<file path="src/sv/assert_macros.svh">
// ---------------------------------------------------------------------------
// assert_macros.svh
// Shorthand for clocked assertions, all on clk and disabled during rst.
// ---------------------------------------------------------------------------
`ifndef ASSERT_MACROS_SVH
`define ASSERT_MACROS_SVH

// Property holds at every edge.
`define NLTS_ASSERT(lbl, prop) \
  lbl: assert property (@(posedge clk) disable iff (rst) (prop)) \
    else $error("nlts check failed");

// Same-cycle implication.
`define NLTS_ASSERT_IMP(lbl, ante, cons) \
  lbl: assert property (@(posedge clk) disable iff (rst) (ante) |-> (cons)) \
    else $error("nlts check failed");

// Next-cycle implication.
`define NLTS_ASSERT_NXT(lbl, ante, cons) \
  lbl: assert property (@(posedge clk) disable iff (rst) (ante) |=> (cons)) \
    else $error("nlts check failed");

`endif

</file>
<file path="src/sv/nlts_pkg.sv">
// ---------------------------------------------------------------------------
// nlts_pkg
// Shared types and constants for the nearest light selection core.
// ---------------------------------------------------------------------------
package nlts_pkg;

  localparam int MAX_LIGHTS  = 16;
  localparam int COORD_BITS  = 24;
  localparam int SLOT_BITS   = $clog2(MAX_LIGHTS);
  localparam int COUNT_BITS  = $clog2(MAX_LIGHTS + 1);
  localparam int DIST_BITS   = 2 * (COORD_BITS + 1);
  localparam int LEVEL_BITS  = 16;
  localparam int FALL_BITS   = 16;
  localparam int NUM_AXES    = 3;
  localparam int STEP_BITS   = 3;

  typedef logic signed [COORD_BITS-1:0] coord_t;
  typedef logic [DIST_BITS-1:0]         dist_t;
  typedef logic [SLOT_BITS-1:0]         slot_t;
  typedef logic [COUNT_BITS-1:0]        count_t;

  typedef struct packed {
    dist_t                        distance;
    coord_t                       x;
    coord_t                       y;
    coord_t                       z;
    logic signed [LEVEL_BITS-1:0] level;
    logic [FALL_BITS-1:0]         falloff;
  } entry_t;

  typedef enum logic [1:0] {
    ACT_CLEAR = 2'd0,
    ACT_OFFER = 2'd1,
    ACT_READ  = 2'd2
  } action_t;

  typedef enum logic [1:0] {
    REG_CAPACITY = 2'd0,
    REG_CAMERA_X = 2'd1,
    REG_CAMERA_Y = 2'd2,
    REG_CAMERA_Z = 2'd3
  } cfg_reg_t;

  typedef enum logic [2:0] {
    S_IDLE,
    S_READ,
    S_READ_DATA,
    S_DIST,
    S_DECIDE,
    S_SCAN,
    S_DONE
  } state_t;

endpackage

</file>
<file path="src/sv/nlts_table.sv">
// ---------------------------------------------------------------------------
// nlts_table
// Light entry store: one write port, one registered read port.
// ---------------------------------------------------------------------------
module nlts_table (
  input  logic             clk,
  input  logic             we,
  input  nlts_pkg::slot_t  waddr,
  input  nlts_pkg::entry_t wdata,
  input  nlts_pkg::slot_t  raddr,
  output nlts_pkg::entry_t rdata
);

  nlts_pkg::entry_t mem [nlts_pkg::MAX_LIGHTS];

  always_ff @(posedge clk) begin
    if (we) begin
      mem[waddr] <= wdata;
    end
    rdata <= mem[raddr];
  end

endmodule

</file>
<file path="config.mk">
export PLATFORM = sky130hd
export DESIGN_NAME = nlts_table
export DESIGN_NICKNAME = d
export VERILOG_FILES = /design/src/sv/assert_macros.svh /design/src/sv/nlts_pkg.sv /design/src/sv/nlts_table.sv
export SDC_FILE = /design/constraint.sdc
export NUM_CORES = 2
export LEC_CHECK = 0
export BUFFER_PORTS_ARGS = -buffer_cell sky130_fd_sc_hd__buf_2
export CAP_MARGIN = 20
export CORE_AREA = 2 2 387 389
export DETAILED_ROUTE_END_ITERATION = 8
export DIE_AREA = 0 0 389 391
export PLACE_DENSITY = 0.85
export SLEW_MARGIN = 40
export SYNTH_ARGS = -nofsm -noshare
export SYNTH_HDL_FRONTEND = slang
export SYNTH_SLANG_ARGS = --single-unit
</file>
<file path="constraint.sdc">
create_clock -name clk -period 42.2 [get_ports clk]
set_input_delay 6.33 -clock clk [delete_from_list [all_inputs] [get_ports clk]]
set_output_delay 6.33 -clock clk [all_outputs]
set_load 0.02 [all_outputs]
</file>
## Word level (Yosys, flattened, before mapping)

Memory sizes are Yosys's and may differ from the RTL's. A register that Yosys moved wholly into a read port is not among the register bits.
Index checks and enable logic that the tools add are counted.

- Word-level logic and storage cells: 3
- Input port bits: 164
- Bits in writable memories: 2,464
- Register bits after elaboration: 0
- Output and inout bits: 154
- Memories: 1

- Multiplexer cells: 2

Memories:

| memory | depth | bits a word | read ports | clocked after Yosys merged registers in | write ports | RTL line | RTL |
|---|---|---|---|---|---|---|---|
| mem | 16 | 154 | 1 | 1 | 1 | nlts_table.sv:14 | `nlts_pkg::entry_t mem [nlts_pkg::MAX_LIGHTS];` |

Operators with widths:

| kind | number |
|---|---|
| two-way mux 1 bit | 2 |

## Logic depth before layout (Yosys ltp)

- Depth in word-level cells: 2
- Gate-level depth with buffers: 8
- Gate-level depth less buffers: 3

## Worst setup path before layout

Ideal clock, no wire load.

- Path type: input -> register
- Start: input waddr[2]
- End: memory mem[0][0] (netlist name) (enable)
- Library setup time: 0.858 ns
- Path buffers: 0
- Arrival: 17.226 ns
- Path slack: 24.115 ns
- Required time: 41.342 ns
- Cell stages on the path: 2
- Cells stage by stage: or3b_2 > nor3_1

RTL lines:

| what | RTL line | RTL |
|---|---|---|
| start: declaration | nlts_table.sv:8 | `input nlts_pkg::slot_t waddr,` |
| end: declaration | nlts_table.sv:14 |  |

No word-level cell before the write port.

==> impl_metrics.tcl <==
set metrics [dict create \
    switching_power_mw 1.16 \
    postSynthCellCount 4014 \
    worstPathRequired_ns 42.95 \
    worst_slack_ns 33.23 \
    power_mw 5.43 \
    io_pins 318 \
    rsz0062_at_grt "no" \
    irDropWorstVdd_uv 50.4 \
    ant_nets 0 \
    stdcell_area_sq_um 108000 \
    coreArea_sq_um 149000 \
    numCtsBuffers 237 \
    p_sw_share_pct 21.3 \
    dieHeight_microns 391 \
    ys.warnings.count 0 \
    finalHoldViolCount 0 \
    gr-total-overflow 0 \
    critical_path_arrival_ns 9.71 \
    track_usage_pct 30.9 \
    nets 4622 \
    max_freq_mhz 112 \
    status "finished clean" \
    synthDistinctLibCells 26 \
    wl_per_cell_microns 34.9 \
    p_int_mw 4.27 \
    cts_setup_buffers 0 \
    insertion_delay_ns 0.89 \
    start_util_pct 64.3 \
    cts_resized 0 \
    crit_chain "buf_8 -> buf_6 -> buf_6 -> buf_6 -> mux4_2 -> a22oi_1 -> nand2_1" \
    cp_max_fo 54 \
    rows 142 \
    dp.cells 6159 \
    comb_power_share_pct 5.1 \
    syn_area_sq_um 95500 \
    critPathSlowestCell "mux4_2" \
    fin_setup_tns_ns 0 \
    finish.utilization_pct 72.8 \
    criticalPathCategory "primary input to flop" \
    fin_skew_ns 0.0430 \
    place_ws_ns 32.05 \
    gp_congestion 0.752 \
    ctsLongestPathBuffers 3 \
    vias 45763 \
    first_pass_iters 6 \
    io_buffers 317 \
    root_buffer "clkbuf_16" \
    antenna_found_initial 58 \
    drt_iter0_drc 6790 \
    finalSetupViolCount 0 \
    seqPwrFrac_pct 54.1 \
    yosysSeqAreaShare_pct 80.7 \
    syn_avg_cell_area_sq_um 23.8 \
    die_area_sq_um 152000 \
    synth_top_area_share_pct 77.4 \
    drv_cap 0 \
    wl_microns 232000 \
    crit_top_cell "buf_6" \
    p_leak_nw 34.9 \
    stdcell_count 6650 \
    grt_pass1_wl_microns 335000 \
    whs_ns 0.664 \
    critical-path-max-stage-delay_ns 0.60 \
    cts_tree "done" \
    viasPerCell 6.88 \
    post-dp-hpwl_microns 110000 \
    hp-class "flop to flop" \
    drc 0 \
    worstSetupEndpointType "flop" \
    fillers 7693 \
    grt_max_degree 104 \
    yosys-top-cells-area "edfxtp_1, mux4_2, dfxtp_1" \
    syn_nets 4178 \
    tightestPinTransition_ns 0.964 \
    ys_ff_latch 2618 \
    cts_max_level 4 \
    grt_pass1_vias 48147 \
    placed_area_sq_um 99900 \
    cts.sinks 2618 \
    clock_power_share_pct 40.9 \
    post-route-period-util_pct 21.2 \
    slew_violations 0 \
    power_density_nw_per_um2 50.2 \
    synth_top_area_cell "edfxtp_1" \
    cp-start-kind "primary input" \
    fin_crit_ns 8.97 \
    clk_pin_slew_ns 0.06 \
    die_w_microns 389 \
    syn2layout_area_growth_pct 13.2 \
    slew_headroom_pct 35.7 \
    hold_buffers 0 \
    drive_above_1_share_pct 31.1 \
]
[layout by cell type, fill, tap and decap left out, types with 17 or more instances in the layout]
cell       instances
dfxtp_1          154
nand2b_1          17
buf_6             32
buf_2            314
clkinv_1          22
o221ai_1          20
diode_2           38
clkbuf_16        241
nor2b_1           21
clkbuf_8          33
clkbuf_1          66
clkinv_2          41
a22oi_1          269
mux2_2            63
bufinv_16         24
buf_4             37
mux2i_1           24
edfxtp_1        2464
mux4_2           582
nand2_1          122
[cell families (layout without fill, tap and decap cells)]
| group | count (synthesis) | in the layout | synth area share (%) |
|---|---|---|---|
| muxes | 669 | 669 | 14.7 |
| DFF | 2618 | 2618 | 80.7 |
| other | 0 | 38 | 0 |
| buffers and inverters | 211 | 865 | 1.16 |
| and+or+nand+nor | 193 | 193 | 0.904 |
| AOI/OAI and AO/OA | 323 | 323 | 2.55 |
[cells in the mapped netlist]
master	instances
nand3b_1	2
and2_0	1
buf_2	103
or3b_2	1
mux2_2	63
edfxtp_1	2464
nor2b_1	26
or2_2	1
nand2b_1	18
nand3_1	1
o21ai_0	15
a221oi_1	14
buf_4	15
clkbuf_1	66
and2_1	2
nor2_1	15
nand2_1	122
mux2i_1	24
dfxtp_1	154
o221ai_1	20
buf_6	17
mux4_2	582
o22a_1	5
buf_1	10
nor3_1	4
a22oi_1	269
[routing by layer]
metal  track usage (%)  wire [microns]
met5                 0             281
met4              12.6            8080
met3              6.74           23600
met2              51.5          120000
met1              40.1           79900
[registers in the layout, summed over array words and instances, names as in the netlist]
name	flops
rdata	154
mem	2464
[power by group through the flow]
stage	sequential, mW	clock (mW)	combinational, mW
CTS	2.93	2.23	0.276
global route	2.94	2.32	0.292
floorplan	3.00	0	0.140
finish	2.93	2.22	0.276
detailed placement	2.99	0	0.269
global placement	2.98	0	0.258
[layout make-up]
type                            instances  area (sq um)  area share [%]
Clock buffer                          339          6720            6.21
Timing Repair Buffer                  416          2960            2.73
Sequential cell                      2618         77100            71.3
Multi-Input combinational cell       1185         17500            16.2
Antenna cell                           38          95.1          0.0879
Tap cell                             1944          2430            2.25
Clock inverter                        110          1360            1.26
[final timing paths]
kind	from	to	slack, ns	depth (start not counted)
max	raddr[0]	rdata[23]$_DFF_P_	33.23	7
min	mem[13][35]$_DFFE_PP_	rdata[35]$_DFF_P_	0.66	3
max reg2reg	mem[11][21]$_DFFE_PP_	rdata[21]$_DFF_P_	40.63	3
min reg2reg	mem[13][35]$_DFFE_PP_	rdata[35]$_DFF_P_	0.66	3
[worst max-delay path, delay by kind of cell]
kind	cells	cell delay, ns
buffers and inverters	4	2.15
and+or+nand+nor	1	0.10
AOI/OAI and AO/OA	1	0.31
muxes	1	0.60
(Power assumes the default switching activity.)
