[src/sv/assert_macros.svh]
// ---------------------------------------------------------------------------
// assert_macros.svh
// Shorthand for clocked assertions, all on clk and disabled during rst.
// ---------------------------------------------------------------------------
`ifndef ASSERT_MACROS_SVH
`define ASSERT_MACROS_SVH

// Property holds at every edge.
`define NLTS_ASSERT(lbl, prop) \
  lbl: assert property (@(posedge clk) disable iff (rst) (prop)) \
    else $error("nlts check failed");

// Same-cycle implication.
`define NLTS_ASSERT_IMP(lbl, ante, cons) \
  lbl: assert property (@(posedge clk) disable iff (rst) (ante) |-> (cons)) \
    else $error("nlts check failed");

// Next-cycle implication.
`define NLTS_ASSERT_NXT(lbl, ante, cons) \
  lbl: assert property (@(posedge clk) disable iff (rst) (ante) |=> (cons)) \
    else $error("nlts check failed");

`endif

[src/sv/nlts_pkg.sv]
// ---------------------------------------------------------------------------
// nlts_pkg
// Shared types and constants for the nearest light selection core.
// ---------------------------------------------------------------------------
package nlts_pkg;

  localparam int MAX_LIGHTS  = 16;
  localparam int COORD_BITS  = 24;
  localparam int SLOT_BITS   = $clog2(MAX_LIGHTS);
  localparam int COUNT_BITS  = $clog2(MAX_LIGHTS + 1);
  localparam int DIST_BITS   = 2 * (COORD_BITS + 1);
  localparam int LEVEL_BITS  = 16;
  localparam int FALL_BITS   = 16;
  localparam int NUM_AXES    = 3;
  localparam int STEP_BITS   = 3;

  typedef logic signed [COORD_BITS-1:0] coord_t;
  typedef logic [DIST_BITS-1:0]         dist_t;
  typedef logic [SLOT_BITS-1:0]         slot_t;
  typedef logic [COUNT_BITS-1:0]        count_t;

  typedef struct packed {
    dist_t                        distance;
    coord_t                       x;
    coord_t                       y;
    coord_t                       z;
    logic signed [LEVEL_BITS-1:0] level;
    logic [FALL_BITS-1:0]         falloff;
  } entry_t;

  typedef enum logic [1:0] {
    ACT_CLEAR = 2'd0,
    ACT_OFFER = 2'd1,
    ACT_READ  = 2'd2
  } action_t;

  typedef enum logic [1:0] {
    REG_CAPACITY = 2'd0,
    REG_CAMERA_X = 2'd1,
    REG_CAMERA_Y = 2'd2,
    REG_CAMERA_Z = 2'd3
  } cfg_reg_t;

  typedef enum logic [2:0] {
    S_IDLE,
    S_READ,
    S_READ_DATA,
    S_DIST,
    S_DECIDE,
    S_SCAN,
    S_DONE
  } state_t;

endpackage

[src/sv/nlts_dist.sv]
// ---------------------------------------------------------------------------
// nlts_dist
// Squared distance unit: one subtractor and one multiplier reused per axis.
// ---------------------------------------------------------------------------
module nlts_dist (
  input  logic            clk,
  input  logic            rst,
  input  logic            start,
  input  nlts_pkg::coord_t pos_x,
  input  nlts_pkg::coord_t pos_y,
  input  nlts_pkg::coord_t pos_z,
  input  nlts_pkg::coord_t cam_x,
  input  nlts_pkg::coord_t cam_y,
  input  nlts_pkg::coord_t cam_z,
  output logic            done,
  output nlts_pkg::dist_t sq_dist
);

  logic                                  busy;
  logic [nlts_pkg::STEP_BITS-1:0]        step;
  logic                                  abs_vld;
  logic                                  prod_vld;
  nlts_pkg::coord_t                      sel_pos;
  nlts_pkg::coord_t                      sel_cam;
  logic signed [nlts_pkg::COORD_BITS:0]  diff;
  logic [nlts_pkg::COORD_BITS:0]         absd;
  nlts_pkg::dist_t                       prod;
  nlts_pkg::dist_t                       acc;

  always_comb begin
    case (step)
      nlts_pkg::STEP_BITS'(0): begin
        sel_pos = pos_x;
        sel_cam = cam_x;
      end
      nlts_pkg::STEP_BITS'(1): begin
        sel_pos = pos_y;
        sel_cam = cam_y;
      end
      default: begin
        sel_pos = pos_z;
        sel_cam = cam_z;
      end
    endcase
  end

  assign diff = $signed({sel_pos[nlts_pkg::COORD_BITS-1], sel_pos})
              - $signed({sel_cam[nlts_pkg::COORD_BITS-1], sel_cam});

  always_ff @(posedge clk) begin
    if (rst) begin
      busy     <= 1'b0;
      step     <= '0;
      abs_vld  <= 1'b0;
      prod_vld <= 1'b0;
      done     <= 1'b0;
    end else if (start) begin
      busy     <= 1'b1;
      step     <= '0;
      abs_vld  <= 1'b0;
      prod_vld <= 1'b0;
      done     <= 1'b0;
    end else if (busy) begin
      step     <= step + nlts_pkg::STEP_BITS'(1);
      abs_vld  <= (step < nlts_pkg::STEP_BITS'(nlts_pkg::NUM_AXES));
      prod_vld <= abs_vld;
      if (step == nlts_pkg::STEP_BITS'(nlts_pkg::NUM_AXES + 1)) begin
        busy <= 1'b0;
        done <= 1'b1;
      end
    end else begin
      done <= 1'b0;
    end
  end

  // abs -> square -> accumulate, one axis entering per cycle
  always_ff @(posedge clk) begin
    absd <= diff[nlts_pkg::COORD_BITS] ? (nlts_pkg::COORD_BITS+1)'(-diff)
                                       : (nlts_pkg::COORD_BITS+1)'(diff);
    prod <= absd * absd;
    if (start) begin
      acc <= '0;
    end else if (prod_vld) begin
      acc <= acc + prod;
    end
  end

  assign sq_dist = acc;

endmodule

[config.mk]
export PLATFORM = sky130hd
export DESIGN_NAME = nlts_dist
export DESIGN_NICKNAME = d
export VERILOG_FILES = /design/src/sv/assert_macros.svh /design/src/sv/nlts_pkg.sv /design/src/sv/nlts_dist.sv
export SDC_FILE = /design/constraint.sdc
export NUM_CORES = 2
export LEC_CHECK = 0
export BUFFER_PORTS_ARGS = -buffer_cell sky130_fd_sc_hd__buf_2
export CAP_MARGIN = 20
export CORE_UTILIZATION = 58
export DETAILED_ROUTE_END_ITERATION = 8
export MAX_ROUTING_LAYER = met4
export PLACE_DENSITY = 0.89
export SLEW_MARGIN = 10
export SYNTH_ARGS = -nofsm -noshare
export SYNTH_HDL_FRONTEND = slang
export SYNTH_SLANG_ARGS = --single-unit
[constraint.sdc]
create_clock -name clk -period 6.91 [get_ports clk]
set_input_delay 0.691 -clock clk [delete_from_list [all_inputs] [get_ports clk]]
set_output_delay 0.691 -clock clk [all_outputs]
set_load 0.02 [all_outputs]
* Word-level counts from Yosys, hierarchy flattened
Cells that the tools add are included.
W data, S select, Z words.
** Operators by class
- Multipliers :: 1
- $lt $le $gt $ge :: 1
- Eq/ne operators :: 2
- Add/sub/neg operators :: 4
- Muxes and demuxes :: 6
- Bitwise logic cells :: 1
- Reductions and logical operators :: 3
** Operator list (number)
- $pmux W24 S2 :: 2
- $add A50 B50 Y50 :: 1
- $mul A25 B25 Y50 :: 1
- $neg A25 Y25 :: 1
- $sub A24 B24 Y25 :: 1
- $mux W24 :: 1
- $add A3 B1 Y3 const B :: 1
- $eq A3 B1 Y1 const B :: 1
- $eq A3 B3 Y1 const B :: 1
- $logic_not A3 Y1 :: 1
- $lt A3 B2 Y1 const B :: 1
- $mux W1 :: 3
- $reduce_or A3 Y1 :: 1
- $reduce_or A2 Y1 :: 1
- $not A1 Y1 :: 1
** Word-level totals
- Logic and storage cells :: 27
- Bits in registers :: 132

* Logic depth before layout (Yosys ltp)
- Depth in word-level cells :: 5
- Depth in mapped cells :: 30

* Worst setup path before layout
OpenSTA, ideal clock, no wires.
- Path kind :: reg-to-reg
- From :: register absd[3] (netlist name)
- To :: register prod[46]
- Arrival time :: 7034 ps
- Stages on the path, launching flop included :: 25
- Path buffers :: 2
- Setup time :: 127 ps
- Path slack :: -251 ps
- Cell sequence :: dfxtp_1 clkbuf_1 clkbuf_1 nand2_1 fa_1 inv_1 fa_1 inv_1 fa_1 inv_1 fa_1 inv_1 fa_1 inv_1 fa_1 fa_1 ha_1 and4_1 a221o_1 a221o_1 a31o_2 a211oi_2 o31a_1 nor4bb_1 or3_1
** On the way
- Longest elaborated chain between the ends :: 1
** RTL lines
- from (decl) :: line nlts_dist.sv:26 : logic [nlts_pkg::COORD_BITS:0] absd;
- from (signal assigned) :: line nlts_dist.sv:78 : absd <= diff[nlts_pkg::COORD_BITS] ? (nlts_pkg::COORD_BITS+1)'(-diff)
- $mul A25 B25 Y50 :: line nlts_dist.sv:80 : prod <= absd * absd;
- to (signal assigned) :: line nlts_dist.sv:80
- to (decl) :: line nlts_dist.sv:27 : nlts_pkg::dist_t prod;
Every way passes these cells.
A chain may end at the register's enable or synchronous reset.

* Worst setup path after layout
- From :: register absd[11] (netlist name)
- To :: register prod[46]
Same word-level chain as after synthesis.

==> reports/metrics.cfg <==
[run_status]
status=finished clean

[worst_setup_path]
cp_common_cell=fa_1
worst_ep_required_time_ns=7.25
rr_worst_depth=24
worstPathCellList=buf_4 -> nand2_1 -> fa_1 -> inv_1 -> fa_1 -> inv_1 -> fa_1 -> inv_1 -> ha_1 -> fa_1 -> fa_1 -> inv_1 -> fa_1 -> inv_1 -> ha_4 -> a21oi_2 -> o21ai_0 -> a221o_1 -> a221o_1 -> a31o_4 -> a211oi_4 -> o31a_1 -> nor4bb_1 -> or3_1
critPathArrivalTime_ns=7.25
reg2reg_to=prod[46]
path_delay_family=adder cells
r2r_slack_ns=0.007
startpoint_type=flop
reg2reg_from=absd[11]
cp_slowest_cell=fa_1
cp_max_fo=6
critical_path_buf_inv_count=6
worst-setup-path-type=flop to flop
endpoint_kind=flop
cp_slowest_stage_delay_ns=0.59

[cells_and_area]
syn_to_final_growth_pct=14.07
drive_gt1_frac=0.1546
final_cell_mix=685 x inv_1, 457 x fa_1, 262 x nand2_1
fin_cells=3918
layout_commonest_cell=inv_1
fin_nets=4185
num_antenna_cells=0
final_cell_area_sq_um=30380
nFillCells=3276

[routing]
drcViolationCount=0
drt_iter0_markers=1704
wl_per_cell_microns=18.62
num_vias=22400
viasPerCell=5.718
wl_microns=72970
antenna_left=0
firstDrtPassIters=6

[sta]
period_share=0.9990
finalHoldViolCount=0
worst_pin_slew_ns=0.7654
fin_skew_ns=0.01634
setup_viol=0
finalCriticalPeriod_ns=6.903
rsz0062_at_grt=true
slew_violations=0
relSlewSlack=0.4897
fmax_mhz=144.9
hold_ws_ns=0.3770

[synth]
ys_seq_area_frac=0.09848
async_flop_share=0
syn-num-nets=3923
synthCells=3043
synth_cell_types=81
syn_area_per_cell_sq_um=8.751
synth-edff-count=0
yosys_warnings=0
synth_area_sq_um=26630
ys_ff_latch=131
synth_ff_type=dfxtp_1

[global_routing]
grt_pass1_vias=22990
grt_usage=0.3086
grt_max_degree=63
grt_overflow_total=0
antenna_found_initial=0
grt_pass1_wl_microns=111600

[placed_design]
place_inst=3859
place.port_buffers=197
dpl_cell_area_sq_um=29010
dp_hpwl_microns=57520
routabilityCongestion=0.9663

[floorplan]
fp-row-count=78
die_h_microns=216.3
die_w_microns=216.3
core_area_sq_um=45280
io_pins=198
die-area_sq_um=46770
start_util=0.5881

[clocking]
clock_latency_ns=0.47
cts_tree=yes
cts_max_level=4
clk_path_buf_depth=2
ctsHoldBuffers=0
clk_pin_slew_worst_paths_ns=0.08
cts_num_sinks=131
cts_root_buffer=clkbuf_16
numCtsBuffers=17

[min_path]
min-delay-start=rst
min_to=busy
min_path_cells=2
hold_class=primary input to flop

[run]
drv_cap=0

[how the worst max path moves through the flow]
stage | startpoint | to | slack, ns | cells after the start
6_report | absd[11] | prod[46] | 0.007 | 24
5_1_grt | absd[11] | prod[46] | -0.17 | 24
4_1_cts | absd[15] | prod[47] | 0.004 | 24
3_5_place_dp | absd[15] | prod[47] | -0.16 | 24
3_3_place_gp | absd[22] | prod[47] | -0.05 | 25
2_1_floorplan | absd[3] | prod[46] | 0.04 | 24
[metal layers]
layer / track usage / part of all wire / up-vias
met4: 0.1319 / 0.053 / 0
met2: 0.5274 / 0.50 / 1225
met3: 0.05123 / 0.084 / 353
met1: 0.3583 / 0.37 / 10730
li1: - / - / 10090
met5: - / 0 / -
[cells in the mapped netlist, types with 6 or more instances]
cell type	instances	area (sq um)
a211o_1	6	52.55
a211oi_1	14	105.1
a21o_1	82	615.6
a21oi_1	139	695.7
a221o_1	7	70.07
a22o_1	25	219.0
a22oi_1	24	180.2
a31o_2	7	61.31
a31oi_1	22	137.6
and2_1	125	782.0
and3_1	17	106.4
buf_1	6	22.52
clkbuf_1	94	352.8
dfxtp_1	131	2623
fa_1	467	9349
ha_1	266	3328
inv_1	696	2613
mux2i_1	37	370.4
nand2_1	266	998.5
nand2b_1	25	156.4
nand3_1	29	145.1
nand4_1	17	106.4
nor2_1	153	574.3
nor2b_1	18	112.6
nor3_1	17	85.08
o21a_1	16	120.1
o21ai_0	58	290.3
o21ai_1	8	40.04
o21bai_1	20	150.1
o22ai_1	8	50.05
or2_2	9	56.30
xnor2_1	87	762.0
xor2_1	49	429.2
[metrics by stage]
stage,setup WS (ns),setup TNS [ns],utilization
after floorplan,0.03708,0,-
after detailed placement,-0.1633,-0.4720,0.6407
after CTS,0.003757,0,0.6551
after global placement,-0.04698,-0.04698,0.6407
final,0.006676,0,0.6708
after global routing,-0.1735,-0.8389,0.6708
[timing repair]
action                     4_1_cts  5_1_grt
pin swaps                        3       55
resized for setup               16      132
setup buffers                    1       24
setup endpoints to repair        9       17
gates cloned                     0        2
[logic make-up (layout without fill, tap and decap cells)]
| family | Yosys count | after routing | synth area share |
|---|---|---|---|
| AOI/OAI and AO/OA | 493 | 493 | 0.1251 |
| xor gates and xnor gates | 136 | 136 | 0.04473 |
| muxes | 38 | 38 | 0.01433 |
| adders and majority gates | 733 | 733 | 0.4761 |
| and+or+nand+nor | 712 | 712 | 0.1281 |
| DFF | 131 | 131 | 0.09848 |
| buffers and inverters | 800 | 1075 | 0.1132 |
[flip-flops by register name (all words and copies together) (netlist names)]
signal    count
abs_vld       1
absd         25
busy          1
sq_dist      50
prod         49
step          3
done          1
prod_vld      1
[area by class of cell]
cell class	count	area, sq um	area share
multi-input combinational	2112	21380	0.7038
clock inverter	14	168.9	0.005561
sequential	131	2689	0.08852
tap	600	750.7	0.02471
timing repair buffer	345	2317	0.07629
clock buffer	18	439.2	0.01446
inverter	698	2631	0.08663
Power is left out: the tool's default activity adds up to more than one toggle a clock period on the data nets, which glitch-free logic cannot reach.
